File: src/rtl/bsa_pkg.sv
package bsa_pkg;

   localparam int DIGIT_W = 4;
   localparam int WORD_W  = 64;

   localparam logic [DIGIT_W:0]   DIGIT_BASE = 5'd10;
   localparam logic [DIGIT_W:0]   DIGIT_MAX  = 5'd9;
   localparam logic [DIGIT_W-1:0] NINE       = 4'd9;

   typedef logic [WORD_W-1:0] word_type;

   typedef enum logic {
      OP_ADD = 1'b0,
      OP_SUB = 1'b1
   } opcode_type;

endpackage

File: src/rtl/bsa_dec_adder.sv
module bsa_dec_adder #(
   parameter int NUM_DIGITS = 16
) (
   input  logic [bsa_pkg::DIGIT_W*NUM_DIGITS-1:0] x,
   input  logic [bsa_pkg::DIGIT_W*NUM_DIGITS-1:0] y,
   input  logic                                   carry_in,
   output logic [bsa_pkg::DIGIT_W*NUM_DIGITS-1:0] sum,
   output logic                                   carry_out
);

   localparam int DW      = bsa_pkg::DIGIT_W;
   localparam int CHAIN_W = NUM_DIGITS + 1;

   logic [DW:0]            dsum [NUM_DIGITS];
   logic [NUM_DIGITS-1:0]  gen;
   logic [NUM_DIGITS-1:0]  prop_or_gen;
   logic [CHAIN_W-1:0]     chain;
   logic [NUM_DIGITS-1:0]  carry_into;

   // per-digit sums and decimal generate / propagate
   always_comb begin
      for (int i = 0; i < NUM_DIGITS; i++) begin
         dsum[i]        = {1'b0, x[DW*i +: DW]} + {1'b0, y[DW*i +: DW]};
         gen[i]         = dsum[i] >= bsa_pkg::DIGIT_BASE;
         prop_or_gen[i] = dsum[i] >= bsa_pkg::DIGIT_MAX;
      end
   end

   // resolve the digit carries with one binary add over the digit flags
   always_comb begin
      chain      = {1'b0, gen} + {1'b0, prop_or_gen} + CHAIN_W'(carry_in);
      carry_into = chain[NUM_DIGITS-1:0] ^ gen ^ prop_or_gen;
      carry_out  = chain[NUM_DIGITS];
   end

   always_comb begin
      logic [DW:0] corr;
      for (int i = 0; i < NUM_DIGITS; i++) begin
         corr = dsum[i] + {{DW{1'b0}}, carry_into[i]};
         if (corr >= bsa_pkg::DIGIT_BASE) begin
            corr = corr - bsa_pkg::DIGIT_BASE;
         end
         sum[DW*i +: DW] = corr[DW-1:0];
      end
   end

endmodule

File: src/rtl/signed_bcd_add_subtract.sv
// Signed-magnitude BCD add / subtract.
// Each item passes the input register, then the result register, before rsp_valid.
// One item per cycle if rsp_stall is low; the decimal adder is one combinational pass.
// Reset: synchronous, active high; clears the stage valid bits only.
module signed_bcd_add_subtract #(
   parameter int NUM_DIGITS = 16
) (
   input  logic        clock,
   input  logic        reset,

   input  logic        req_valid,
   output logic        req_stall,
   input  logic        req_opcode,
   input  logic [63:0] req_a_digits,
   input  logic        req_a_negative,
   input  logic [63:0] req_b_digits,
   input  logic        req_b_negative,

   output logic        rsp_valid,
   input  logic        rsp_stall,
   output logic [63:0] rsp_sum_digits,
   output logic        rsp_sum_negative,
   output logic        rsp_overflow,
   output logic        rsp_bad_digit
);

   localparam int DW    = bsa_pkg::DIGIT_W;
   localparam int MAG_W = DW * NUM_DIGITS;

   // input stage
   logic                   s1_valid_ff, s1_valid_in;
   logic                   s1_op_ff;
   bsa_pkg::word_type      s1_a_ff, s1_b_ff;
   logic                   s1_a_neg_ff, s1_b_neg_ff;

   // result stage
   logic                   rsp_valid_ff, rsp_valid_in;
   bsa_pkg::word_type      sum_ff, sum_in;
   logic                   neg_ff, neg_in;
   logic                   ovf_ff, ovf_in;
   logic                   bad_ff, bad_in;

   logic                   req_accept;
   logic                   out_load;

   logic [MAG_W-1:0]       a_mag, b_mag;
   logic [MAG_W-1:0]       add_x, add_y, y_sel, add_sum;
   logic                   add_cin, add_cout;
   logic                   bad_nib;
   logic                   b_neg_eff, same_sign, a_ge_b, res_neg;

   always_comb begin
      out_load     = s1_valid_ff && (!rsp_valid_ff || !rsp_stall);
      req_stall    = s1_valid_ff && !out_load;
      req_accept   = req_valid && !req_stall;
      s1_valid_in  = req_accept || (s1_valid_ff && !out_load);
      rsp_valid_in = out_load || (rsp_valid_ff && rsp_stall);
   end

   always_ff @(posedge clock) begin
      if (reset) begin
         s1_valid_ff  <= 1'b0;
         rsp_valid_ff <= 1'b0;
      end else begin
         s1_valid_ff  <= s1_valid_in;
         rsp_valid_ff <= rsp_valid_in;
      end
   end

   always_ff @(posedge clock) begin
      if (req_accept) begin
         s1_op_ff    <= req_opcode;
         s1_a_ff     <= req_a_digits;
         s1_a_neg_ff <= req_a_negative;
         s1_b_ff     <= req_b_digits;
         s1_b_neg_ff <= req_b_negative;
      end
      if (out_load) begin
         sum_ff <= sum_in;
         neg_ff <= neg_in;
         ovf_ff <= ovf_in;
         bad_ff <= bad_in;
      end
   end

   always_comb begin
      a_mag   = s1_a_ff[MAG_W-1:0];
      b_mag   = s1_b_ff[MAG_W-1:0];
      bad_nib = 1'b0;
      for (int i = 0; i < NUM_DIGITS; i++) begin
         bad_nib = bad_nib
                   || ({1'b0, a_mag[DW*i +: DW]} > bsa_pkg::DIGIT_MAX)
                   || ({1'b0, b_mag[DW*i +: DW]} > bsa_pkg::DIGIT_MAX);
      end
   end

   // subtract folds into add: flip the sign of b, then pick add or subtract of magnitudes
   always_comb begin
      b_neg_eff = (s1_op_ff == bsa_pkg::OP_ADD) ? s1_b_neg_ff : !s1_b_neg_ff;
      same_sign = s1_a_neg_ff == b_neg_eff;
      // packed BCD keeps decimal order, so a binary compare orders the magnitudes
      a_ge_b    = a_mag >= b_mag;

      if (same_sign || a_ge_b) begin
         add_x = a_mag;
         y_sel = b_mag;
      end else begin
         add_x = b_mag;
         y_sel = a_mag;
      end

      if (same_sign) begin
         add_y   = y_sel;
         add_cin = 1'b0;
         res_neg = s1_a_neg_ff;
      end else begin
         // ten's complement of the smaller magnitude
         for (int i = 0; i < NUM_DIGITS; i++) begin
            add_y[DW*i +: DW] = bsa_pkg::NINE - y_sel[DW*i +: DW];
         end
         add_cin = 1'b1;
         res_neg = a_ge_b ? s1_a_neg_ff : b_neg_eff;
      end
   end

   bsa_dec_adder #(
      .NUM_DIGITS (NUM_DIGITS)
   ) u_adder (
      .x         (add_x),
      .y         (add_y),
      .carry_in  (add_cin),
      .sum       (add_sum),
      .carry_out (add_cout)
   );

   always_comb begin
      if (bad_nib) begin
         sum_in = '0;
         neg_in = 1'b0;
         ovf_in = 1'b0;
         bad_in = 1'b1;
      end else begin
         sum_in = bsa_pkg::word_type'(add_sum);
         // never report negative zero
         neg_in = res_neg && (add_sum != '0);
         ovf_in = same_sign && add_cout;
         bad_in = 1'b0;
      end
   end

   assign rsp_valid        = rsp_valid_ff;
   assign rsp_sum_digits   = sum_ff;
   assign rsp_sum_negative = neg_ff;
   assign rsp_overflow     = ovf_ff;
   assign rsp_bad_digit    = bad_ff;

`ifndef NO_ASSERTIONS
   a_no_neg_zero: assert property (@(posedge clock) disable iff (reset)
      rsp_valid && (rsp_sum_digits == '0) |-> !rsp_sum_negative)
      else $error("negative zero on result");

   a_bad_clears: assert property (@(posedge clock) disable iff (reset)
      rsp_valid && rsp_bad_digit |-> (rsp_sum_digits == '0) && !rsp_overflow
                                     && !rsp_sum_negative)
      else $error("bad digit result not cleared");

   a_stage_holds: assert property (@(posedge clock) disable iff (reset)
      s1_valid_ff && rsp_valid && rsp_stall |=> s1_valid_ff && $stable(s1_a_ff)
                                               && $stable(s1_b_ff))
      else $error("input stage lost item under stall");

   a_upper_zero: assert property (@(posedge clock) disable iff (reset)
      rsp_valid |-> (rsp_sum_digits >> MAG_W) == '0)
      else $error("unused result digits not zero");
`endif

endmodule
File: config.mk
export PLATFORM = sky130hd
export DESIGN_NAME = signed_bcd_add_subtract
export DESIGN_NICKNAME = d
export VERILOG_FILES = /design/src/rtl/bsa_pkg.sv /design/src/rtl/bsa_dec_adder.sv /design/src/rtl/signed_bcd_add_subtract.sv
export SDC_FILE = /design/constraint.sdc
export NUM_CORES = 1
export LEC_CHECK = 0
export BUFFER_PORTS_ARGS = -buffer_cell sky130_fd_sc_hd__buf_2
export CAP_MARGIN = 20
export CORE_MARGIN = 3
export CORE_UTILIZATION = 47
export DETAILED_ROUTE_END_ITERATION = 8
export PLACE_DENSITY = 0.77
export SLEW_MARGIN = 30
export SYNTH_ARGS = -nofsm -noshare
export SYNTH_HDL_FRONTEND = slang
export SYNTH_SLANG_ARGS = --single-unit
export TNS_END_PERCENT = 20
File: constraint.sdc
create_clock -name clock -period 23.4 [get_ports clock]
set_input_delay 4.68 -clock clock [delete_from_list [all_inputs] [get_ports clock]]
set_output_delay 4.68 -clock clock [all_outputs]
set_load 0.01 [all_outputs]
Word level (Yosys, flattened, before mapping)
Index checks and enable logic that the tools add are counted.

Shift operators: 0. Bitwise gates (word level): 2. Divide/modulo/power cells: 0. Equality and inequality tests: 1. Order comparisons: 81. Reductions and logical operators: 47. Multipliers: 0. $add $sub $neg: 66. Multiplexer cells: 24.

Operators by type and width (number): 5-bit by 4-bit greater-or-equal comparator with 1-bit output (second input constant) (48); 64-bit 2-to-1 mux (3); 4-bit > comparator (second input constant) (32); 4-bit by 4-bit adder with 5-bit output (16); 5-bit by 1-bit adder with 5-bit output (16); 64-bit greater-or-equal comparator (1); 4-bit 2-to-1 mux (16); 64-bit nonzero test (1); 4-bit subtractor (first input constant) (16); 4-bit subtractor (second input constant) (16); 1-bit logical OR (35); 16-bit bitwise XOR (2); 16-bit by 16-bit adder with 17-bit output (1); 17-bit by 1-bit adder with 17-bit output (1); 1-bit logical AND (6); 1-bit zero test (5); 1-bit 2-to-1 mux (5); 1-bit equality test (1).

Memories kept: 0. Memory bits (writable): 0. Output and inout port bits: 69. Bits in read-only memories: 0. Bits in latches: 0. Logic and storage cells: 232. Flip-flop bits (word level): 200.

Depth between registers and ports, before layout
Depth in word-level cells: 33. Gate-level depth with buffers: 48. Mapped depth without buffers: 45.

Cells and area by module
From an unflattened synthesis, not the netlist that was laid out.

Cells, all modules: 1812. Area, all modules: 17873.4 µm².

By module, submodules not included: signed_bcd_add_subtract (cells each 963, seq. area each 5985.7 µm², instances 1, area an instance 11427.2 µm²); bsa_dec_adder (cells each 849, seq. area each 0.0 µm², instances 1, area an instance 6446.2 µm²).

Worst setup path before layout
OpenSTA, ideal clock, no wires.

Path type: input-to-reg. Start point: input rsp_stall. End point: register s1_a_ff[0], in the netlist a_mag[0], enable pin. Arrival: 10659 ps. Stages on the path: 2. Path buffers: 0. Setup time: 637 ps. Slack: 12104 ps. Cells stage by stage: and3_1 nor2b_1.

Cells in the longest elaborated chain, start to end: 7.

Ends and longest elaborated chain: start: declaration (line signed_bcd_add_subtract.sv:20) `input logic rsp_stall,`; 1-bit zero test (line signed_bcd_add_subtract.sv:53) `out_load = s1_valid_ff && (!rsp_valid_ff || !rsp_stall);`; 1-bit logical OR (line signed_bcd_add_subtract.sv:53); 1-bit logical AND (line signed_bcd_add_subtract.sv:53); 1-bit zero test (line signed_bcd_add_subtract.sv:54) `req_stall = s1_valid_ff && !out_load;`; 1-bit logical AND (line signed_bcd_add_subtract.sv:54); 1-bit zero test (line signed_bcd_add_subtract.sv:55) `req_accept = req_valid && !req_stall;`; 1-bit logical AND (line signed_bcd_add_subtract.sv:55); via req_accept (line signed_bcd_add_subtract.sv:43) `logic req_accept;`; end signal: assignment (line signed_bcd_add_subtract.sv:73) `s1_a_ff <= req_a_digits;`; end: declaration (line signed_bcd_add_subtract.sv:33) `bsa_pkg::word_type s1_a_ff, s1_b_ff;`.

The timed path passes the listed nets, and every way through them passes these cells. A chain may end at the register's enable or synchronous reset.

Worst setup path in the final report
Start point: register s1_a_ff[45], in the netlist a_mag[45]. End point: register neg_ff, in the netlist rsp_sum_negative, data pin.

Cells in the longest elaborated chain, start to end: 16. Elaborated cells between the ends (all ways): 152. Those cells by class: 66 x add/sub; 50 x order compare; 21 x mux; 2 x bitwise; 13 x reduce/logical.

Ends and longest elaborated chain: 64-bit greater-or-equal comparator (line signed_bcd_add_subtract.sv:102) `a_ge_b = a_mag >= b_mag;`; 1-bit logical OR (line signed_bcd_add_subtract.sv:104) `if (same_sign || a_ge_b) begin`; 64-bit 2-to-1 mux (line signed_bcd_add_subtract.sv:104); 4-bit subtractor (line signed_bcd_add_subtract.sv:119) `add_y[DW*i +: DW] = bsa_pkg::NINE - y_sel[DW*i +: DW];`; 64-bit 2-to-1 mux (line signed_bcd_add_subtract.sv:112) `if (same_sign) begin`; 4-bit by 4-bit adder with 5-bit output (line bsa_dec_adder.sv:23) `dsum[i] = {1'b0, x[DW*i +: DW]} + {1'b0, y[DW*i +: DW]};`; 5-bit by 4-bit greater-or-equal comparator with 1-bit output (on tied branches) (line bsa_dec_adder.sv:24, bsa_dec_adder.sv:25); 16-bit by 16-bit adder with 17-bit output (line bsa_dec_adder.sv:31) `chain = {1'b0, gen} + {1'b0, prop_or_gen} + CHAIN_W'(carry_in);`; 17-bit by 1-bit adder with 17-bit output (line bsa_dec_adder.sv:31); 16-bit bitwise XOR (2 in series) (line bsa_dec_adder.sv:32) `carry_into = chain[NUM_DIGITS-1:0] ^ gen ^ prop_or_gen;`; 5-bit by 1-bit adder with 5-bit output (line bsa_dec_adder.sv:39) `corr = dsum[i] + {{DW{1'b0}}, carry_into[i]};`; 4-bit subtractor or 5-bit by 4-bit greater-or-equal comparator with 1-bit output (tied branches) (line bsa_dec_adder.sv:41, bsa_dec_adder.sv:40); 4-bit 2-to-1 mux (line bsa_dec_adder.sv:40) `if (corr >= bsa_pkg::DIGIT_BASE) begin`; 64-bit nonzero test (line signed_bcd_add_subtract.sv:145) `neg_in = res_neg && (add_sum != '0);`; 1-bit logical AND (line signed_bcd_add_subtract.sv:145); end signal: assignment (line signed_bcd_add_subtract.sv:80) `neg_ff <= neg_in;`; end: declaration (line signed_bcd_add_subtract.sv:39) `logic neg_ff, neg_in;`.

Several ways; a longest one is shown, not always the timed one.

==> impl_metrics.json <==
{
  "run_status": "complete, no violations",
  "path_common_cell": "sky130_fd_sc_hd__ha_1",
  "filler_cell_count": 3181,
  "syn_area_um2": 17200,
  "drv_cap": 0,
  "viasPerCell": 5.90,
  "cts_resized": 0,
  "fp-row-count": 69,
  "final_layout_size_suffix_gt1_share_pct": 14.8,
  "avgSynthCellArea_um2": 9.64,
  "hold_path.class": "reg -> reg",
  "power.static_leakage_nw": 8.40,
  "port_buffers": 203,
  "cp-endpoint": "rsp_sum_negative",
  "worst_setup_path_start_kind": "flip-flop",
  "critPathCaptureType": "flip-flop",
  "worstMarginPinSlew_ns": 0.845,
  "synth_seq_area_share_pct": 34.9,
  "drtIter0Drc": 1352,
  "cts_max_path_buffers": 2,
  "global_route.overflow_total": 0,
  "asyncSetResetFlopFracSynth_pct": 0,
  "htree_num_levels": 4,
  "global_route_wire_length_before_repair_um": 74400,
  "cts_hold_repair.buffers": 0,
  "initial_utilization_pct": 48.0,
  "drc": 0,
  "global_route.usage.total_pct": 24.5,
  "root_buffer": "sky130_fd_sc_hd__clkbuf_16",
  "synthToLayoutAreaGrowth_pct": 12.0,
  "worst_setup_path_startpoint": "a_mag[45]",
  "finClkSkew_ns": 0.0236,
  "core_region_area_um2": 35700,
  "max_freq_mhz": 91.9,
  "syn_nets": 2141,
  "finalHoldWorstSlack_ns": 0.508,
  "ys_warn_count": 0,
  "ys_dominant_reg_cell": "sky130_fd_sc_hd__edfxtp_1",
  "number_of_post_cts_setup_repair_buffers": 0,
  "timing_hold_violations_final": 0,
  "placement.setup.worst_slack_ns": 12.36,
  "power.density_cell_area_nw_per_um2": 156,
  "final.min_clock_period_ns": 10.88,
  "gpl.final_weighted_congestion": 0.955,
  "setup_viol_count_final": 0,
  "clock_sink_count": 200,
  "grt_max_degree": 86,
  "irDropWorstVdd_mv": 0.0725,
  "die_ar_um2": 38800,
  "antenna_left": 0,
  "diodes": 0,
  "r2r-end": "rsp_sum_negative",
  "die_height_um": 197,
  "nNetsFinal": 2327,
  "antenna_found_initial": 0,
  "rsz0062_at_grt": "no",
  "ys_ff_latch": 200,
  "p_total_mw": 3.01,
  "tritoncts": "yes",
  "design_area_um2": 19200,
  "maxSlewViolCount": 0,
  "clock_insertion_delay_worst_skew_ns": 0.47,
  "clkTransAtPathRegs_ns": 0.09,
  "final_routed_wire_length_divided_by_cell_count_um": 19.7,
  "min_period_over_period_pct": 46.5,
  "dr_total_vias": 14400,
  "synth_cell_types": 82,
  "synth-edff-count": 198,
  "cts-buffers-inserted": 17,
  "cp_data_required_time_ns": 23.60,
  "postLayoutSetupSlackWorst_ns": 12.52,
  "drtPass1Iterations": 5,
  "timing.critical_path.fanout_max": 56,
  "die_x_um": 197,
  "cp.arrival_ns": 11.09,
  "reg2reg_depth": 45,
  "r2r_setup_slack_ns": 12.52,
  "cpPeakStageDelay_ns": 0.50,
  "num_io_pins": 204,
  "placement.cell_area_um2": 18600,
  "rr_startpoint": "a_mag[45]",
  "hpwl_um": 38500,
  "slowest_cell_on_the_critical_path": "sky130_fd_sc_hd__edfxtp_1",
  "timing.slew.headroom_pct": 43.7,
  "wirelength_um": 48100,
  "final.setup.tns_ns": 0,
  "first_global_vias": 13400,
  "gate_count_after_technology_mapping": 1781,
  "path_class": "reg -> reg"
}
-- critical path, delay by kind of cell, from the launching register on --
kind            cells  cell delay (ns)
compound gates     15             3.21
simple gates       14             2.82
fa+ha+maj           8             2.33
mux                 3             0.87
flops               1             0.50
buf+inv             3             0.44
xor+xnor            2             0.36
-- cell usage in the layout, fill, tap and decap left out, types with 18 or more instances in the layout --
cell,netlist,layout
sky130_fd_sc_hd__ha_1,208,208
sky130_fd_sc_hd__buf_2,13,203
sky130_fd_sc_hd__edfxtp_1,198,198
sky130_fd_sc_hd__nand2_1,159,158
sky130_fd_sc_hd__o21ai_0,148,148
sky130_fd_sc_hd__inv_1,126,126
sky130_fd_sc_hd__nor2_1,105,105
sky130_fd_sc_hd__a21oi_1,105,105
sky130_fd_sc_hd__xnor2_1,71,71
sky130_fd_sc_hd__a21o_1,59,59
sky130_fd_sc_hd__mux2i_1,56,56
sky130_fd_sc_hd__nand3_1,44,44
sky130_fd_sc_hd__nand4_1,34,34
sky130_fd_sc_hd__nor3_1,34,34
sky130_fd_sc_hd__nor2b_1,32,31
sky130_fd_sc_hd__xor2_1,31,31
sky130_fd_sc_hd__and3_1,31,31
sky130_fd_sc_hd__mux2_2,22,22
sky130_fd_sc_hd__nand2b_1,18,18
-- per-layer routing --
| metal | share of wire [%] | global-route usage [%] |
|---|---|---|
| met5 | 0 | 0 |
| met4 | 3.3 | 8.76 |
| met3 | 7.3 | 3.46 |
| met2 | 42 | 35.4 |
| met1 | 47 | 37.5 |
-- metrics by stage --
step / instances / util [%]
detailed placement: 2408 / 52.1
global placement: 2408 / 52.1
global route: 2441 / 53.7
finish: 2441 / 53.7
CTS: 2440 / 53.7
floorplan: 1781 / -
-- state kept, by name (all words and copies together) (netlist names) --
name / flops
s1_op_ff: 1
rsp_overflow: 1
s1_valid_ff: 1
s1_a_neg_ff: 1
rsp_sum_digits: 64
b_mag: 64
s1_b_neg_ff: 1
a_mag: 64
rsp_bad_digit: 1
rsp_valid: 1
rsp_sum_negative: 1
-- logic make-up (layout without fill, tap and decap cells) --
family | after synthesis | after routing | share of synthesized area [%]
compound gates | 466 | 466 | 17.6
xor+xnor | 112 | 112 | 6.38
fa+ha+maj | 225 | 225 | 17.1
buf+inv | 173 | 372 | 4.16
flops | 200 | 200 | 34.9
mux | 78 | 78 | 4.71
simple gates | 527 | 527 | 15.1
-- Yosys cell counts, types with 24 or more instances --
cell | n | area, um^2
sky130_fd_sc_hd__ha_1 | 208 | 2600
sky130_fd_sc_hd__edfxtp_1 | 198 | 5950
sky130_fd_sc_hd__nand2_1 | 159 | 597
sky130_fd_sc_hd__o21ai_0 | 148 | 741
sky130_fd_sc_hd__inv_1 | 126 | 473
sky130_fd_sc_hd__a21oi_1 | 105 | 526
sky130_fd_sc_hd__nor2_1 | 105 | 394
sky130_fd_sc_hd__xnor2_1 | 71 | 622
sky130_fd_sc_hd__a21o_1 | 59 | 443
sky130_fd_sc_hd__mux2i_1 | 56 | 561
sky130_fd_sc_hd__nand3_1 | 44 | 220
sky130_fd_sc_hd__nand4_1 | 34 | 213
sky130_fd_sc_hd__nor3_1 | 34 | 170
sky130_fd_sc_hd__nor2b_1 | 32 | 200
sky130_fd_sc_hd__and3_1 | 31 | 194
sky130_fd_sc_hd__xor2_1 | 31 | 272
sky130_fd_sc_hd__clkbuf_1 | 24 | 90.1
-- power breakdown --
| part | leakage, nW | switching, mW | internal, mW |
|---|---|---|---|
| logic | 6.26 | 1.35 | 0.943 |
| clock network | 0.260 | 0.142 | 0.138 |
| registers | 1.88 | 0.0187 | 0.416 |
-- worst min path at each step --
stage | start | end | cells past startpoint
final | s1_valid_ff | rsp_valid | 2
after global routing | s1_valid_ff | rsp_valid | 2
after CTS | s1_valid_ff | rsp_valid | 2
after detailed placement | s1_valid_ff | rsp_valid | 2
after global placement | s1_valid_ff | rsp_valid | 2
after floorplan | s1_valid_ff | rsp_valid | 2
-- area by class of cell --
type / instances / area (um^2) / share of cell area, %
clock buffers: 18 / 429 / 2.23
clock inverters: 14 / 115 / 0.599
inverters: 127 / 477 / 2.48
multi-input cells: 1408 / 10500 / 54.8
flip-flops and latches: 200 / 5990 / 31.2
well taps: 461 / 577 / 3.00
repair buffers: 213 / 1110 / 5.76
Note: power is estimated with default switching activity, not from simulation.
